**src/rtl/rma_pkg.sv**
```systemverilog
// shared constants, types and control structs for the room allocator
// no dependencies; imported by every other file of the block
package rma_pkg;

	localparam int MaxRooms = 16;
	localparam int IdxW     = (MaxRooms > 1) ? $clog2(MaxRooms) : 1;
	localparam int RoomW    = 4;
	localparam int InTimeW  = 32;
	localparam int TimeW    = 40;
	localparam int CountW   = 32;
	localparam int CfgW     = 5;
	localparam int CfgReset = 16;

	typedef logic [IdxW-1:0]    idx_t;
	typedef logic [RoomW-1:0]   room_t;
	typedef logic [InTimeW-1:0] in_time_t;
	typedef logic [TimeW-1:0]   ftime_t;
	typedef logic [CountW-1:0]  count_t;
	typedef logic [CfgW-1:0]    cfg_t;

	typedef enum logic [2:0] {
		ST_IDLE,
		ST_SCAN,
		ST_UPDATE,
		ST_BEST,
		ST_EMIT
	} ctl_state_t;

	// controller to datapath
	typedef struct packed {
		logic load;
		logic scan;
		logic update;
		logic best;
		logic emit;
	} cmd_t;

	// datapath to controller
	typedef struct packed {
		logic scan_done;
		logic last;
		logic out_free;
	} status_t;

endpackage

```
**src/rtl/rma_in_if.sv**
```systemverilog
// input channel of the room allocator: one meeting per item
// depends on rma_pkg for field types
interface rma_in_if;
	import rma_pkg::*;

	logic     valid;
	logic     ready;
	in_time_t start_time;
	in_time_t end_time;
	logic     last_meeting;

	modport source (output valid, output start_time, output end_time, output last_meeting,
		input ready);
	modport sink (input valid, input start_time, input end_time, input last_meeting,
		output ready);
endinterface

```
**src/rtl/rma_out_if.sv**
```systemverilog
// output channel of the room allocator: one result per meeting
// depends on rma_pkg for field types
interface rma_out_if;
	import rma_pkg::*;

	logic   valid;
	logic   ready;
	room_t  assigned_room;
	ftime_t finish_time;
	room_t  most_booked_room;
	logic   result_last;

	modport source (output valid, output assigned_room, output finish_time,
		output most_booked_room, output result_last, input ready);
	modport sink (input valid, input assigned_room, input finish_time,
		input most_booked_room, input result_last, output ready);
endinterface

```
**src/rtl/rma_datapath.sv**
```systemverilog
// room state, scan registers, finish arithmetic and output register
// depends on rma_pkg and the two channel interfaces
module rma_datapath (
	input  logic            clk,
	input  logic            arst_n,
	input  logic            cfg_we,
	input  rma_pkg::cfg_t   cfg_wdata,
	input  rma_pkg::cmd_t   cmd,
	output rma_pkg::status_t status,
	rma_in_if.sink          in_ch,
	rma_out_if.source       out_ch
);
	import rma_pkg::*;

	cfg_t     cfg_q;
	ftime_t   free_at_q [MaxRooms];
	count_t   book_q    [MaxRooms];
	idx_t     idx_q;
	logic     out_valid_q;

	in_time_t start_q;
	in_time_t end_q;
	in_time_t dur_q;
	logic     last_q;
	idx_t     rooms_m1_q;
	logic     found_q;
	idx_t     pick_q;
	ftime_t   min_q;
	idx_t     min_idx_q;
	count_t   best_cnt_q;
	idx_t     best_q;
	idx_t     room_q;
	ftime_t   fin_q;

	room_t    out_room_q;
	ftime_t   out_fin_q;
	room_t    out_best_q;
	logic     out_last_q;

	ftime_t         rd_free;
	count_t         rd_book;
	logic           first;
	logic           hit;
	idx_t           room_sel;
	logic [TimeW:0] delay_sum;
	ftime_t         fin;
	idx_t           rooms_m1_in;

	// clamp the room count to 1..MaxRooms
	always_comb begin
		if (cfg_q == '0) begin
			rooms_m1_in = '0;
		end else if (int'(cfg_q) > MaxRooms) begin
			rooms_m1_in = IdxW'(MaxRooms - 1);
		end else begin
			rooms_m1_in = IdxW'(cfg_q - cfg_t'(1));
		end
	end

	assign rd_free   = free_at_q[idx_q];
	assign rd_book   = book_q[idx_q];
	assign first     = (idx_q == '0);
	assign hit       = (rd_free <= ftime_t'(start_q));
	assign room_sel  = found_q ? pick_q : min_idx_q;
	assign delay_sum = {1'b0, min_q} + (TimeW+1)'(dur_q);

	always_comb begin
		if (found_q) begin
			fin = ftime_t'(end_q);
		end else if (delay_sum[TimeW]) begin
			fin = '1;
		end else begin
			fin = delay_sum[TimeW-1:0];
		end
	end

	assign status.scan_done = (idx_q == rooms_m1_q);
	assign status.last      = last_q;
	assign status.out_free  = !out_valid_q || out_ch.ready;

	assign in_ch.ready             = cmd.load;
	assign out_ch.valid            = out_valid_q;
	assign out_ch.assigned_room    = out_room_q;
	assign out_ch.finish_time      = out_fin_q;
	assign out_ch.most_booked_room = out_best_q;
	assign out_ch.result_last      = out_last_q;

	// control state and room arrays
	always_ff @(posedge clk or negedge arst_n) begin
		if (!arst_n) begin
			cfg_q       <= cfg_t'(CfgReset);
			idx_q       <= '0;
			out_valid_q <= 1'b0;
			for (int i = 0; i < MaxRooms; i++) begin
				free_at_q[i] <= '0;
				book_q[i]    <= '0;
			end
		end else begin
			if (cfg_we) begin
				cfg_q <= cfg_wdata;
			end
			if (cmd.load || cmd.update) begin
				idx_q <= '0;
			end else if (cmd.scan || cmd.best) begin
				idx_q <= status.scan_done ? '0 : idx_q + idx_t'(1);
			end
			if (cmd.update) begin
				free_at_q[room_sel] <= fin;
				if (book_q[room_sel] != '1) begin
					book_q[room_sel] <= book_q[room_sel] + count_t'(1);
				end
			end
			if (cmd.emit && last_q) begin
				for (int i = 0; i < MaxRooms; i++) begin
					free_at_q[i] <= '0;
					book_q[i]    <= '0;
				end
			end
			if (cmd.emit) begin
				out_valid_q <= 1'b1;
			end else if (out_ch.ready) begin
				out_valid_q <= 1'b0;
			end
		end
	end

	// working registers of one item
	always_ff @(posedge clk) begin
		if (cmd.load) begin
			start_q    <= in_ch.start_time;
			end_q      <= in_ch.end_time;
			dur_q      <= (in_ch.end_time > in_ch.start_time) ?
				in_ch.end_time - in_ch.start_time : '0;
			last_q     <= in_ch.last_meeting;
			rooms_m1_q <= rooms_m1_in;
		end
		if (cmd.scan) begin
			if (first) begin
				found_q <= hit;
				pick_q  <= idx_q;
			end else if (!found_q && hit) begin
				found_q <= 1'b1;
				pick_q  <= idx_q;
			end
			if (first || rd_free < min_q) begin
				min_q     <= rd_free;
				min_idx_q <= idx_q;
			end
		end
		if (cmd.update) begin
			room_q <= room_sel;
			fin_q  <= fin;
		end
		if (cmd.best) begin
			if (first || rd_book > best_cnt_q) begin
				best_cnt_q <= rd_book;
				best_q     <= idx_q;
			end
		end
		if (cmd.emit) begin
			out_room_q <= RoomW'(room_q);
			out_fin_q  <= fin_q;
			out_best_q <= last_q ? RoomW'(best_q) : '0;
			out_last_q <= last_q;
		end
	end

	a_emit_free: assert property (@(posedge clk) disable iff (!arst_n)
		cmd.emit |-> status.out_free)
		else $error("result loaded over an untaken result");

	a_idx_range: assert property (@(posedge clk) disable iff (!arst_n)
		(cmd.scan || cmd.best) |-> idx_q <= rooms_m1_q)
		else $error("scan index beyond room count");

	a_clear: assert property (@(posedge clk) disable iff (!arst_n)
		(cmd.emit && last_q) |=> (free_at_q[0] == '0 && book_q[0] == '0))
		else $error("room state not cleared after last meeting");

endmodule

```
**src/rtl/rma_ctrl.sv**
```systemverilog
// sequencing state machine: accept, scan, update, most-booked scan, emit
// depends on rma_pkg
module rma_ctrl (
	input  logic             clk,
	input  logic             arst_n,
	input  logic             in_valid,
	input  rma_pkg::status_t status,
	output rma_pkg::cmd_t    cmd
);
	import rma_pkg::*;

	ctl_state_t state_q;
	ctl_state_t state_d;

	always_ff @(posedge clk or negedge arst_n) begin
		if (!arst_n) begin
			state_q <= ST_IDLE;
		end else begin
			state_q <= state_d;
		end
	end

	always_comb begin
		state_d = state_q;
		case (state_q)
			ST_IDLE: begin
				if (in_valid) state_d = ST_SCAN;
			end
			ST_SCAN: begin
				if (status.scan_done) state_d = ST_UPDATE;
			end
			ST_UPDATE: begin
				state_d = status.last ? ST_BEST : ST_EMIT;
			end
			ST_BEST: begin
				if (status.scan_done) state_d = ST_EMIT;
			end
			ST_EMIT: begin
				if (status.out_free) state_d = ST_IDLE;
			end
			default: begin
				state_d = ST_IDLE;
			end
		endcase
	end

	always_comb begin
		cmd = '0;
		case (state_q)
			ST_IDLE:   cmd.load   = 1'b1;
			ST_SCAN:   cmd.scan   = 1'b1;
			ST_UPDATE: cmd.update = 1'b1;
			ST_BEST:   cmd.best   = 1'b1;
			ST_EMIT:   cmd.emit   = status.out_free;
			default:   cmd        = '0;
		endcase
	end

	a_one_cmd: assert property (@(posedge clk) disable iff (!arst_n)
		$onehot0(cmd))
		else $error("more than one datapath command at once");

	a_accept_scan: assert property (@(posedge clk) disable iff (!arst_n)
		(cmd.load && in_valid) |=> state_q == ST_SCAN)
		else $error("accepted item did not start a scan");

	a_update_once: assert property (@(posedge clk) disable iff (!arst_n)
		cmd.update |=> !cmd.update)
		else $error("room update issued twice for one item");

endmodule

```
**src/rtl/room_allocator_with_delay.sv**
```systemverilog
// room allocator: an item passes through accept, a scan of each room, update and emit;
// the last meeting of a set adds a second pass over every room for the most-booked room
// items are handled one at a time: the next item is accepted only after the previous one is emitted
// an item is accepted while the previous result still waits in the output register
// arst_n clears all room times and counts, sets room_count to 16 and empties the output
// room state is cleared again when the result of a last meeting is loaded for output
module room_allocator_with_delay (
	input  logic          clk,
	input  logic          arst_n,
	input  logic          cfg_we,
	input  rma_pkg::cfg_t cfg_wdata,
	rma_in_if.sink        in_ch,
	rma_out_if.source     out_ch
);
	import rma_pkg::*;

	// command and status between controller and datapath
	cmd_t    cmd;
	status_t status;

	// sequencer: idle accepts, then scan rooms, update, optional most-booked pass, emit
	rma_ctrl u_ctrl (
		.clk      (clk),
		.arst_n   (arst_n),
		.in_valid (in_ch.valid),
		.status   (status),
		.cmd      (cmd)
	);

	// room arrays, scan registers, delay arithmetic and the output register
	rma_datapath u_dp (
		.clk       (clk),
		.arst_n    (arst_n),
		.cfg_we    (cfg_we),
		.cfg_wdata (cfg_wdata),
		.cmd       (cmd),
		.status    (status),
		.in_ch     (in_ch),
		.out_ch    (out_ch)
	);

endmodule
```
**src/flat_wrapper.sv**
```systemverilog
// flat-port wrapper written by rule: the top's interface ports become plain ports
module room_allocator_with_delay_flat import rma_pkg::*;
  (clk, arst_n, cfg_we, cfg_wdata, in_ch_valid, in_ch_start_time, in_ch_end_time, in_ch_last_meeting, in_ch_ready, out_ch_valid, out_ch_assigned_room, out_ch_finish_time, out_ch_most_booked_room, out_ch_result_last, out_ch_ready);
  rma_in_if in_ch_i ();
  rma_out_if out_ch_i ();
  input  logic clk;
  input  logic arst_n;
  input  logic cfg_we;
  input  rma_pkg::cfg_t cfg_wdata;
  input wire logic [$bits(in_ch_i.valid)-1:0] in_ch_valid;
  input wire logic [$bits(in_ch_i.start_time)-1:0] in_ch_start_time;
  input wire logic [$bits(in_ch_i.end_time)-1:0] in_ch_end_time;
  input wire logic [$bits(in_ch_i.last_meeting)-1:0] in_ch_last_meeting;
  output wire logic [$bits(in_ch_i.ready)-1:0] in_ch_ready;
  output wire logic [$bits(out_ch_i.valid)-1:0] out_ch_valid;
  output wire logic [$bits(out_ch_i.assigned_room)-1:0] out_ch_assigned_room;
  output wire logic [$bits(out_ch_i.finish_time)-1:0] out_ch_finish_time;
  output wire logic [$bits(out_ch_i.most_booked_room)-1:0] out_ch_most_booked_room;
  output wire logic [$bits(out_ch_i.result_last)-1:0] out_ch_result_last;
  input wire logic [$bits(out_ch_i.ready)-1:0] out_ch_ready;
  assign in_ch_i.valid = in_ch_valid;
  assign in_ch_i.start_time = in_ch_start_time;
  assign in_ch_i.end_time = in_ch_end_time;
  assign in_ch_i.last_meeting = in_ch_last_meeting;
  assign in_ch_ready = in_ch_i.ready;
  assign out_ch_valid = out_ch_i.valid;
  assign out_ch_assigned_room = out_ch_i.assigned_room;
  assign out_ch_finish_time = out_ch_i.finish_time;
  assign out_ch_most_booked_room = out_ch_i.most_booked_room;
  assign out_ch_result_last = out_ch_i.result_last;
  assign out_ch_i.ready = out_ch_ready;
  room_allocator_with_delay u_core (.clk(clk), .arst_n(arst_n), .cfg_we(cfg_we), .cfg_wdata(cfg_wdata), .in_ch(in_ch_i), .out_ch(out_ch_i));
endmodule
```
**config.mk**
```make
export PLATFORM = sky130hd
export DESIGN_NAME = room_allocator_with_delay_flat
export DESIGN_NICKNAME = d
export VERILOG_FILES = /design/src/rtl/rma_pkg.sv /design/src/rtl/rma_in_if.sv /design/src/rtl/rma_out_if.sv /design/src/rtl/rma_datapath.sv /design/src/rtl/rma_ctrl.sv /design/src/rtl/room_allocator_with_delay.sv /design/src/flat_wrapper.sv
export SDC_FILE = /design/constraint.sdc
export NUM_CORES = 2
export LEC_CHECK = 0
export BUFFER_PORTS_ARGS = -buffer_cell sky130_fd_sc_hd__buf_2
export CORE_MARGIN = 1.5
export CORE_UTILIZATION = 64
export DETAILED_ROUTE_END_ITERATION = 10
export HOLD_SLACK_MARGIN = 0.1
export PLACE_DENSITY = 0.81
export REMOVE_ABC_BUFFERS = 1
export SETUP_SLACK_MARGIN = 0.05
export SKIP_LAST_GASP = 1
export SYNTH_ARGS = -nofsm -noshare
export SYNTH_HDL_FRONTEND = slang
export SYNTH_SLANG_ARGS = --single-unit
```
**constraint.sdc**
```tcl
create_clock -name clk -period 17.5 [get_ports clk]
set_input_delay 3.5 -clock clk [delete_from_list [all_inputs] [get_ports clk]]
set_output_delay 3.5 -clock clk [all_outputs]
set_load 0.05 [all_outputs]
```
==> impl_results.md <==
- Post-synth top area cell: dfrtp_1
- Placed Instance Area: 0.0735 mm²
- Post-CTS sizing: 0
- RSZ-0062 raised after global routing: no
- Outcome: complete, no violations
- Synth Area in Adders: under 10%
- Clock root cell: clkbuf_16
- Share of the synthesized area in the top cell type: between 40% and 50%
- Routed length per instance: approximately 31 µm
- Yosys warnings: 0
- Simple-Gate Fraction of Synth Area: under 10%
- # H-tree levels: 4
- Routed via count: approximately 56,000
- Internal Pwr Total: slightly above 10 mW
- Hold WS: around 0.42 ns
- Antenna Nets Post-Route: 0
- # fillers: ~7,400
- Tightest Pin Transition: around 1.4 ns
- Register area share after synthesis: between 50% and 60%
- Worst path top cell family by delay: simple AND/OR/NAND/NOR gates
- Vias in the first global route: between 50,000 and 60,000
- First-pass GRT wire length: roughly 350,000 µm
- Clk_skew: between 0.04 and 0.05 ns
- IO buf count: approximately 130
- Fmax: 136 MHz
- Cts bufs inserted: 148
- Hold Crit Class: register to register
- Initial antenna violation count: 4
- Minimum clock period: approximately 7.4 ns
- Combinational group share of total power: ~48%
- Worst-path fanout max: between 40 and 50
- Post-synth EDFFs: ~280
- Cell count after synthesis: a little under 6,000
- Clock-pin slew on the worst setup and hold paths: approximately 0.06 ns
- Pwr Total: about 18 mW
- Final WL: 229,000 µm
- DR iter-0 viols: around 8,600
- Slew HR: 2.82%
- Combinational family with the most area after synthesis: compound AO/OA/AOI/OAI gates
- Postcts setup bufs: 0
- Crit path top cell by count: buf_4
- Core Util, Final: between 70% and 80%
- PD cells: 225 mW/mm²
- Die Ht: approximately 340 µm
- Critical path launch point type: register
- Ys async rst share: between 80 and 90%
- CTS Buffer Depth: 3
- Total GRT Usage: 39.9%
- Starting Density: about 65%
- Post-Synth XOR/XNOR Area: 1.03%
- Final cell area excluding filler cells: ~0.078 mm²
- CP bufs+invs: 5
- Fin crit share: between 40 and 50%
- Largest net degree at the start of global routing: about 210
- CP endpoint kind: register
- Top_reg_cell synth: dfrtp_1
- Avg Cell Area, Syn: approximately 12 µm²
- CTS tree: yes
- Leak Pwr: approximately 34 nW
- Sequential power share: 33.6%
- Area Growth Syn to Fin: 8.90%
- Worst-Skew Late Latency: about 0.79 ns
- FF+latch count, synth: about 1,400
- Switching Share: a little over two fifths
- # rows: ~120
- Type of the worst setup path: register to register
- Clock Power Share: between 10% and 20%
- Final setup viols: 0
- Crit-path cells: buf_4, or3_1, buf_4, and2_1, buf_4, o22ai_1, o21ai_0, nand4b_1, nor4_4, nand4_2, or3_2, buf_4, o21ai_4, buf_4, a22o_1
- Req. time, crit path: roughly 18 ns
- Hold Fails Final Rpt: 0
- Compound-Gate Fraction of Synth Area: between 10% and 20%
- DRC viols: 0
- Sw Pwr: 7.57 mW
- DR pass1 iterations: 9
- Die Span X: between 300 and 400 µm
- Crit path DAT: a little over 8 ns
- Grt total ovfl: 0
- Die area: 0.115 mm²
- Leading cell type in the layout, fill and taps excluded: dfrtp_1
- Placer congestion estimate: approximately 0.94
- I/O pin total: roughly 130
- Ranking of synthesized cells by area: dfrtp_1, mux4_2, edfxtp_1
- Number of clock sinks: about 1,400
- CP max-delay cell: edfxtp_1
- Most frequent cells in the layout: dfrtp_1, nand3_1, o21ai_0, mux4_2, edfxtp_1
- Post-synthesis mux area share: 13.3%
- Final net count: roughly 6,000
- CTS Hold Bufs: 0
- Vias/cell: 7.58
- Core Area: 0.111 mm²
- VDD IR max: about 0.00021 V
- Netlist cell types: 91
- Final HPWL from detailed placement: 131,000 µm
- Post-Syn Area: ~0.072 mm²
- Largest stage delay on the critical path: 0.87 ns
- Layout cell share with drive strength beyond 1: between 10% and 20%
- Slew Limit Fails: 0
- Max Cap Viol: 0
==> cell type report <==
type | count | area [µm²] | share of cell area, %
clock inverters | 65 | 763 | 0.973
repair buffers | 273 | 1830 | 2.34
flip-flops and latches | 1444 | 37500 | 47.8
clock buffers | 205 | 4190 | 5.34
diodes | 6 | 15.0 | 0.0191
multi-input cells | 3724 | 31500 | 40.1
inverters | 204 | 771 | 0.982
well taps | 1488 | 1860 | 2.37
==> cell families (layout without fill, tap and decap cells) <==
kind of cell             after synthesis  in the layout
flip-flops                          1444           1444
AND/OR/NAND/NOR                     1246           1246
buffers and inverters                740            747
adder cells (fa/ha/maj)              173            173
XOR/XNOR                              82             82
AO/OA/AOI/OAI                       1783           1783
multiplexers                         440            440
other                                  0              6
==> worst paths after layout <==
kind                                            from                           endpoint  slack (ns)  depth (start not counted)
worst max-delay path             u_core.u_dp.found_q            u_core.u_dp.book_q[465]       10.14                         15
worst min-delay path            u_core.u_dp.fin_q[1]  u_core.u_dp.out_ch.finish_time[1]        0.42                          0
worst max register to register   u_core.u_dp.found_q            u_core.u_dp.book_q[465]       10.14                         15
worst min register to register  u_core.u_dp.fin_q[1]  u_core.u_dp.out_ch.finish_time[1]        0.42                          0
max in group asynchronous                     arst_n         u_core.u_dp.free_at_q[420]       11.48                          4
min in group asynchronous                     arst_n         u_core.u_dp.free_at_q[284]        2.77                          1
==> stage by stage <==
step,cells,setup WS (ns),TNS (ns)
floorplan,5372,-1.23,-540.21
global placement,7133,10.44,0
global route,7405,10.14,0
CTS,7403,10.47,0
detailed placement,7133,10.36,0
finish,7409,10.14,0
==> synthesized netlist by cell type, types with 25 or more instances <==
cell,instances
o21ai_0,630
xnor2_1,46
dfrtp_1,1164
mux4_2,406
o22ai_1,43
edfxtp_1,279
o31ai_1,30
a21oi_1,137
nor3_1,28
nand2b_1,30
buf_6,43
and3_1,26
xor2_1,33
clkbuf_1,366
nand4_1,32
nand3_1,630
buf_1,44
nor2_1,185
inv_1,199
a22o_1,271
nand2_1,208
o2bb2ai_1,278
buf_2,59
ha_1,171
o2bb2ai_2,28
mux2i_1,25
a21o_1,139
==> sequential cells by signal, indices dropped and copies added (netlist names), 3 cells and up <==
name and count:
u_core.u_dp.pick_q 4, u_core.u_dp.out_ch.finish_time 40, u_core.u_dp.room_q 4, u_core.u_dp.book_q 512
u_core.u_dp.best_cnt_q 32, u_core.u_dp.start_q 32, u_core.u_dp.dur_q 32, u_core.u_dp.min_q 40
u_core.u_dp.idx_q 4, u_core.u_dp.fin_q 40, u_core.u_dp.min_idx_q 4, u_core.u_dp.best_q 4
u_core.u_dp.end_q 32, u_core.u_ctrl.state_q 3, u_core.u_dp.out_ch.assigned_room 4, u_core.u_dp.cfg_q 5
u_core.u_dp.free_at_q 640, u_core.u_dp.out_ch.most_booked_room 4, u_core.u_dp.rooms_m1_q 4
==> metal layers <==
metal / vias up / GRT usage (%) / part of all wire [%]
met1: 27897 / 52.5 / 35
met2: 4758 / 59.0 / 45
met5: - / 0 / 0.0066
met4: 2 / 24.3 / 6.8
li1: 22343 / - / -
met3: 1168 / 11.8 / 14
==> power groups by stage <==
stage,sequential (mW),combinational [mW],clock [mW]
floorplan,5.86,5.76,0
global placement,5.78,7.83,0
detailed placement,5.87,8.08,0
CTS,5.86,8.18,3.27
global route,6.03,8.95,3.40
finish,5.93,8.45,3.27
==> worst reg2reg max path, delay by kind of cell (launching register included) <==
family / cells / cell delay (ns)
flip-flops: 1 / 0.87
AO/OA/AOI/OAI: 4 / 1.21
buffers and inverters: 5 / 2.40
AND/OR/NAND/NOR: 6 / 2.80
Note: power is estimated with default switching activity, not from simulation.
